--- src/rtl/core/kpsd_pkg.sv ---
`timescale 1ns / 1ps
`default_nettype none

package kpsd_pkg;

  localparam logic [1:0] STATUS_NONE    = 2'd0;
  localparam logic [1:0] STATUS_KEY     = 2'd1;
  localparam logic [1:0] STATUS_UNKNOWN = 2'd2;

  localparam logic PHASE_ROW = 1'b0;
  localparam logic PHASE_COL = 1'b1;

  localparam logic [3:0]  LINES_IDLE     = 4'hF;
  localparam logic [15:0] RELOAD_DEFAULT = 16'd300;

  typedef struct packed {
    logic        phase;
    logic [3:0]  latched_rows;
    logic [15:0] debounce_count;
  } kpsd_state_t;

  typedef struct packed {
    logic [1:0] status;
    logic [3:0] key_code;
    logic       drive_rows;
  } kpsd_result_t;

  typedef struct packed {
    logic       found;
    logic [1:0] index;
  } kpsd_line_t;

  // Locate the single low line of an active-low nibble.
  function automatic kpsd_line_t single_low(input logic [3:0] levels);
    kpsd_line_t line;
    line.found = 1'b1;
    line.index = 2'd0;
    case (levels)
      4'hE:    line.index = 2'd0;
      4'hD:    line.index = 2'd1;
      4'hB:    line.index = 2'd2;
      4'h7:    line.index = 2'd3;
      default: line.found = 1'b0;
    endcase
    return line;
  endfunction

  // Key layout by row line and column line.
  function automatic logic [3:0] key_lookup(input logic [1:0] row, input logic [1:0] col);
    logic [3:0] key;
    case ({row, col})
      4'b00_00: key = 4'd1;
      4'b00_01: key = 4'd4;
      4'b00_10: key = 4'd7;
      4'b00_11: key = 4'd14;
      4'b01_00: key = 4'd2;
      4'b01_01: key = 4'd5;
      4'b01_10: key = 4'd8;
      4'b01_11: key = 4'd0;
      4'b10_00: key = 4'd3;
      4'b10_01: key = 4'd6;
      4'b10_10: key = 4'd9;
      4'b10_11: key = 4'd15;
      4'b11_00: key = 4'd10;
      4'b11_01: key = 4'd11;
      4'b11_10: key = 4'd12;
      4'b11_11: key = 4'd13;
      default:  key = 4'd0;
    endcase
    return key;
  endfunction

endpackage

`default_nettype wire

--- src/rtl/core/kpsd_step.sv ---
`timescale 1ns / 1ps
`default_nettype none

module kpsd_step (
  input  wire kpsd_pkg::kpsd_state_t  state,
  input  wire logic [3:0]             rows,
  input  wire logic [3:0]             cols,
  input  wire logic [15:0]            reload,
  output kpsd_pkg::kpsd_state_t       state_next,
  output kpsd_pkg::kpsd_result_t      result
);
  import kpsd_pkg::*;

  kpsd_line_t row_line;
  kpsd_line_t col_line;

  always_comb begin
    row_line   = single_low(state.latched_rows);
    col_line   = single_low(cols);
    state_next = state;
    result.status   = STATUS_NONE;
    result.key_code = 4'd0;
    if (state.phase == PHASE_ROW) begin
      if (rows != LINES_IDLE) begin
        if (state.debounce_count == 16'd0) begin
          state_next.latched_rows = rows;
          state_next.phase        = PHASE_COL;
        end
      end else begin
        state_next.latched_rows = LINES_IDLE;
        if (state.debounce_count != 16'd0) begin
          state_next.debounce_count = state.debounce_count - 16'd1;
        end
      end
    end else begin
      if (row_line.found && col_line.found) begin
        result.status   = STATUS_KEY;
        result.key_code = key_lookup(row_line.index, col_line.index);
      end else begin
        result.status = STATUS_UNKNOWN;
      end
      state_next.debounce_count = reload;
      state_next.latched_rows   = LINES_IDLE;
      state_next.phase          = PHASE_ROW;
    end
    result.drive_rows = state_next.phase;
  end

endmodule

`default_nettype wire

--- src/rtl/core/keypad_scan_debounce_decoder_unit.sv ---
`timescale 1ns / 1ps
`default_nettype none

// 4x4 matrix keypad scanner with debounce. Each request is one poll of the eight
// active-low keypad lines and yields exactly one result: status, key code and the
// drive-select for the next poll. One request is taken every clock cycle while in_stall
// is low; a taken request is held in the input register, which feeds the decode and
// state update, which writes the result register. The scan state is updated once per
// request in that single decode stage. The debounce reload register is written
// through the cfg channel, which is always ready.
module keypad_scan_debounce_decoder_unit (
  input  wire logic        clk,
  input  wire logic        rst,
  input  wire logic        in_valid,
  output logic             in_stall,
  input  wire logic [3:0]  row_levels,
  input  wire logic [3:0]  column_levels,
  output logic             out_valid,
  input  wire logic        out_stall,
  output logic [1:0]       status,
  output logic [3:0]       key_code,
  output logic             drive_rows,
  input  wire logic        cfg_valid,
  output logic             cfg_ready,
  input  wire logic [15:0] cfg_data
);
  import kpsd_pkg::*;

  logic         hold_valid;
  logic [3:0]   hold_rows;
  logic [3:0]   hold_cols;
  logic [15:0]  reload;
  kpsd_state_t  state;
  kpsd_state_t  state_next;
  kpsd_result_t result;
  logic         advance;

  assign cfg_ready = 1'b1;
  assign advance   = !out_valid || !out_stall;
  assign in_stall  = hold_valid && !advance;

  kpsd_step u_step (
    .state      (state),
    .rows       (hold_rows),
    .cols       (hold_cols),
    .reload     (reload),
    .state_next (state_next),
    .result     (result)
  );

  always_ff @(posedge clk) begin
    if (rst) begin
      reload <= RELOAD_DEFAULT;
    end else if (cfg_valid && cfg_ready) begin
      reload <= cfg_data;
    end
  end

  always_ff @(posedge clk) begin
    if (rst) begin
      hold_valid <= 1'b0;
    end else if (!in_stall) begin
      hold_valid <= in_valid;
    end
  end

  always_ff @(posedge clk) begin
    if (in_valid && !in_stall) begin
      hold_rows <= row_levels;
      hold_cols <= column_levels;
    end
  end

  always_ff @(posedge clk) begin
    if (rst) begin
      state.phase          <= PHASE_ROW;
      state.latched_rows   <= LINES_IDLE;
      state.debounce_count <= 16'd0;
      out_valid            <= 1'b0;
    end else if (advance) begin
      out_valid <= hold_valid;
      if (hold_valid) begin
        state <= state_next;
      end
    end
  end

  always_ff @(posedge clk) begin
    if (advance && hold_valid) begin
      status     <= result.status;
      key_code   <= result.key_code;
      drive_rows <= result.drive_rows;
    end
  end

  a_col_phase_settled: assert property (@(posedge clk) disable iff (rst)
    state.phase == PHASE_COL |-> state.debounce_count == 16'd0)
    else $error("column phase entered while debouncing");

  a_row_phase_idle: assert property (@(posedge clk) disable iff (rst)
    state.phase == PHASE_ROW |-> state.latched_rows == LINES_IDLE)
    else $error("latched rows not cleared in row phase");

  a_drive_rows_no_key: assert property (@(posedge clk) disable iff (rst)
    out_valid && drive_rows |-> status == STATUS_NONE)
    else $error("key reported while entering column phase");

  a_key_zero: assert property (@(posedge clk) disable iff (rst)
    out_valid && status != STATUS_KEY |-> key_code == 4'd0)
    else $error("key code set without a valid key");

endmodule

`default_nettype wire
--- config.mk ---
export PLATFORM = sky130hd
export DESIGN_NAME = keypad_scan_debounce_decoder_unit
export DESIGN_NICKNAME = d
export VERILOG_FILES = /design/src/rtl/core/kpsd_pkg.sv /design/src/rtl/core/kpsd_step.sv /design/src/rtl/core/keypad_scan_debounce_decoder_unit.sv
export SDC_FILE = /design/constraint.sdc
export NUM_CORES = 1
export LEC_CHECK = 0
export ABC_AREA = 1
export BUFFER_PORTS_ARGS = -buffer_cell sky130_fd_sc_hd__buf_4
export CAP_MARGIN = 0
export CORE_UTILIZATION = 60
export CTS_CLUSTER_SIZE = 12
export DETAILED_ROUTE_END_ITERATION = 10
export GPL_ROUTABILITY_DRIVEN = 0
export MAX_ROUTING_LAYER = met4
export PLACE_DENSITY_LB_ADDON = 0.3
export SKIP_LAST_GASP = 1
export SLEW_MARGIN = 10
export SYNTH_ARGS = -nofsm -noshare
export SYNTH_HDL_FRONTEND = slang
export SYNTH_HIERARCHICAL = 1
export SYNTH_SLANG_ARGS = --single-unit
--- constraint.sdc ---
create_clock -name clk -period 3.57 [get_ports clk]
set_input_delay 0.8925 -clock clk [delete_from_list [all_inputs] [get_ports clk]]
set_output_delay 0.8925 -clock clk [all_outputs]
set_load 0.02 [all_outputs]
==> results.toml <==
[sta]
tns_ns = 0
slew_viol_final = 0
maxSlewHeadroom_pct = 55.97
setup_viol = 0
fin_crit_sh_pct = 64.93
skew_ns = 0.01046
fin_crit_ns = 2.318
max_freq_ghz = 0.4314
hold_viol_final = 0
rsz0062_at_grt = "no"
worst_slew_pin_slew_ns = 0.6596

[placed_design]
numPortBuffers = 37
dp_hpwl_um = 4615

[layout]
final_common_cell = "nand2_1"
nNetsFinal = 525
syn_to_final_growth_pct = 10.81
final_cell_mix = "nand2_1, nor2_1, nand3_1"
final_layout_size_suffix_gt1_share_pct = 13.74
n_antenna_cell = 0
final_util_pct = 71.21

[critical_path]
crit_path_end_kind = "output pin"
path_class = "flip-flop to output pin"
startpoint_type = "flip-flop"
cp_common_cell = "buf_4"
worstPathRequired_ns = 2.68
cp_data_arrival_time_ns = 1.43
critPathSlowestCell = "buf_4"
cp_cell_sequence = "buf_4, nand3_1, inv_1, buf_4"
crit_family = "buffers and inverters"
slowest_delay_ns = 0.36
cp_max_fo = 40
crit_cells = 4
ff2ff_path_depth = 7
cp_num_buf_inv = 3

[drt]
drt_first_pass_iters = 5
wirelength_um = 6597
ant_nets = 0
wl_per_cell_um = 11.74
drc_errors = 0
vias = 2985
drtIter0Drc = 199
vias_per_cell = 5.311

[clock_tree]
cts.sinks = 54
cts.path.max_buffers = 2
htreeDepth = 2
clk_pin_slew_ns = 0.10
post_cts_buffers = 0
cts_hold_buf = 0
cts_tree = "built"
root_buffer = "clkbuf_8"
cts_resized = 0
clkLatencyLatePin_ns = 0.30
numCtsBuffers = 5

[synthesis]
yosysWarnings = 6
syn_area_sq_um = 3136
syn_inst = 468
synthDistinctLibCells = 30
yosys_register_bits = 54
synth_area_per_cell_sq_um = 6.700
ys_seq_area_share_pct = 39.27
syn_nets = 499

[hold_path]
hold_depth = 2
min_path_type = "flip-flop to flip-flop"

[grt]
first_global_vias = 2552
grt.total_usage_pct = 26.86
grt_pass1_wl_um = 11210
grt_max_degree = 41
overflow = 0
antenna_found_initial = 0

[floorplanning]
core_area_sq_um = 4880
die_width_um = 74.29
die_h_um = 74.29
num_io_pins = 39
die_area_sq_um = 5519
rows = 25
initial_core_util_pct = 64.26

[power_and_ir_drop]
switchingPower_mw = 0.4327
seqPwrFrac_pct = 51.8
powerDensity_nw_per_um2 = 392.7
p_leak_nw = 1.671
p_comb_share_pct = 23.5
internal_power_mw = 0.9317
swShare_pct = 31.71
clkPwrFrac_pct = 24.7
ir_drop_mv = 0.2852

[run_status]
status = "completed"

[run]
max_cap_violations = 0
-- worst paths after layout --
path / slack, ns / endpoint / startpoint
hold / removal: 0.47 / reload[8] / reload[8]
hold reg to reg: 0.47 / reload[8] / reload[8]
setup reg to reg: 1.45 / state[7] / state[20]
setup / recovery: 1.25 / in_stall / hold_valid
-- stage by stage --
stage / cell area, sq um / power (mW) / hold WS, ns / worst slack, ns / std cells
2_1_floorplan: 3136 / 0.9620 / 0.4292 / 1.523 / 468
3_3_place_gp: 3388 / 1.023 / 0.4404 / 1.339 / 554
3_5_place_dp: 3388 / 1.035 / 0.4516 / 1.342 / 554
4_1_cts: 3475 / 1.367 / 0.4758 / 1.242 / 562
5_1_grt: 3475 / 1.447 / 0.5120 / 1.157 / 562
6_report: 3475 / 1.364 / 0.4700 / 1.252 / 562
-- flip-flops by register name (all words and copies together), names as in the netlist --
signal / cells
drive_rows: 1
reload: 16
key_code: 4
out_valid: 1
state: 21
hold_rows: 4
hold_cols: 4
hold_valid: 1
status: 2
-- kinds of logic (layout without fill, tap and decap cells) --
logic type / after synthesis / in the layout / share of synthesized area [%]
other: 1 / 1 / 0.1196
xor gates and xnor gates: 4 / 4 / 1.117
adders and majority gates: 2 / 2 / 0.7980
DFF: 54 / 54 / 39.27
AOI/OAI and AO/OA: 48 / 48 / 8.380
and+or+nand+nor: 285 / 285 / 39.78
buffers and inverters: 74 / 101 / 10.53
-- worst min-delay path, stage by stage (launching register included) --
cell and delay, ns:
dfxtp_1 0.34, nand2_1 0.05, nand3_1 0.05
-- power groups by stage --
stage / Sequential, mW / Clock, mW / Combinational [mW]
after floorplan: 0.712 / 0 / 0.250
after global placement: 0.718 / 0 / 0.305
after detailed placement: 0.720 / 0 / 0.315
after CTS: 0.706 / 0.345 / 0.317
after global routing: 0.713 / 0.372 / 0.363
final: 0.707 / 0.337 / 0.321
-- layout make-up --
| type | instances | area [sq um] |
|---|---|---|
| multi-input cells | 340 | 1574 |
| fillers | 418 | 1405 |
| clock inverters | 2 | 13.76 |
| inverters | 53 | 198.9 |
| well taps | 67 | 83.83 |
| repair buffers | 40 | 300.3 |
| flip-flops and latches | 54 | 1231 |
| clock buffers | 6 | 72.57 |
-- cell usage after synthesis (all sizes together) --
| cell | instances | share of area (%) |
|---|---|---|
| nand2 | 119 | 15 |
| nor2 | 83 | 11 |
| nand3 | 69 | 11 |
| inv | 52 | 6.2 |
| dfxtp | 39 | 25 |
| a21oi | 22 | 3.5 |
| buf | 20 | 4.1 |
| o21ai | 17 | 2.7 |
| edfxtp | 15 | 14 |
| nand4 | 9 | 1.8 |
| xor2 | 4 | 1.1 |
| a31oi | 3 | 0.60 |
| nor3 | 3 | 0.48 |
| o211ai | 3 | 0.72 |
| ha | 2 | 0.80 |
| o21bai | 2 | 0.48 |
| a21boi | 1 | 0.36 |
| and2 | 1 | 0.20 |
| clkbuf | 1 | 0.12 |
| clkinv | 1 | 0.12 |
| conb | 1 | 0.12 |
| or2 | 1 | 0.20 |
-- routing by layer --
metal	vias to the layer above	global-route usage (%)	wire, um
met5	-	-	0
met4	0	6.080	41
met3	4	4.201	436
met2	113	41.21	2960
met1	1318	37.54	3159
li1	1550	-	-
Note: power is estimated with default switching activity, not from simulation.
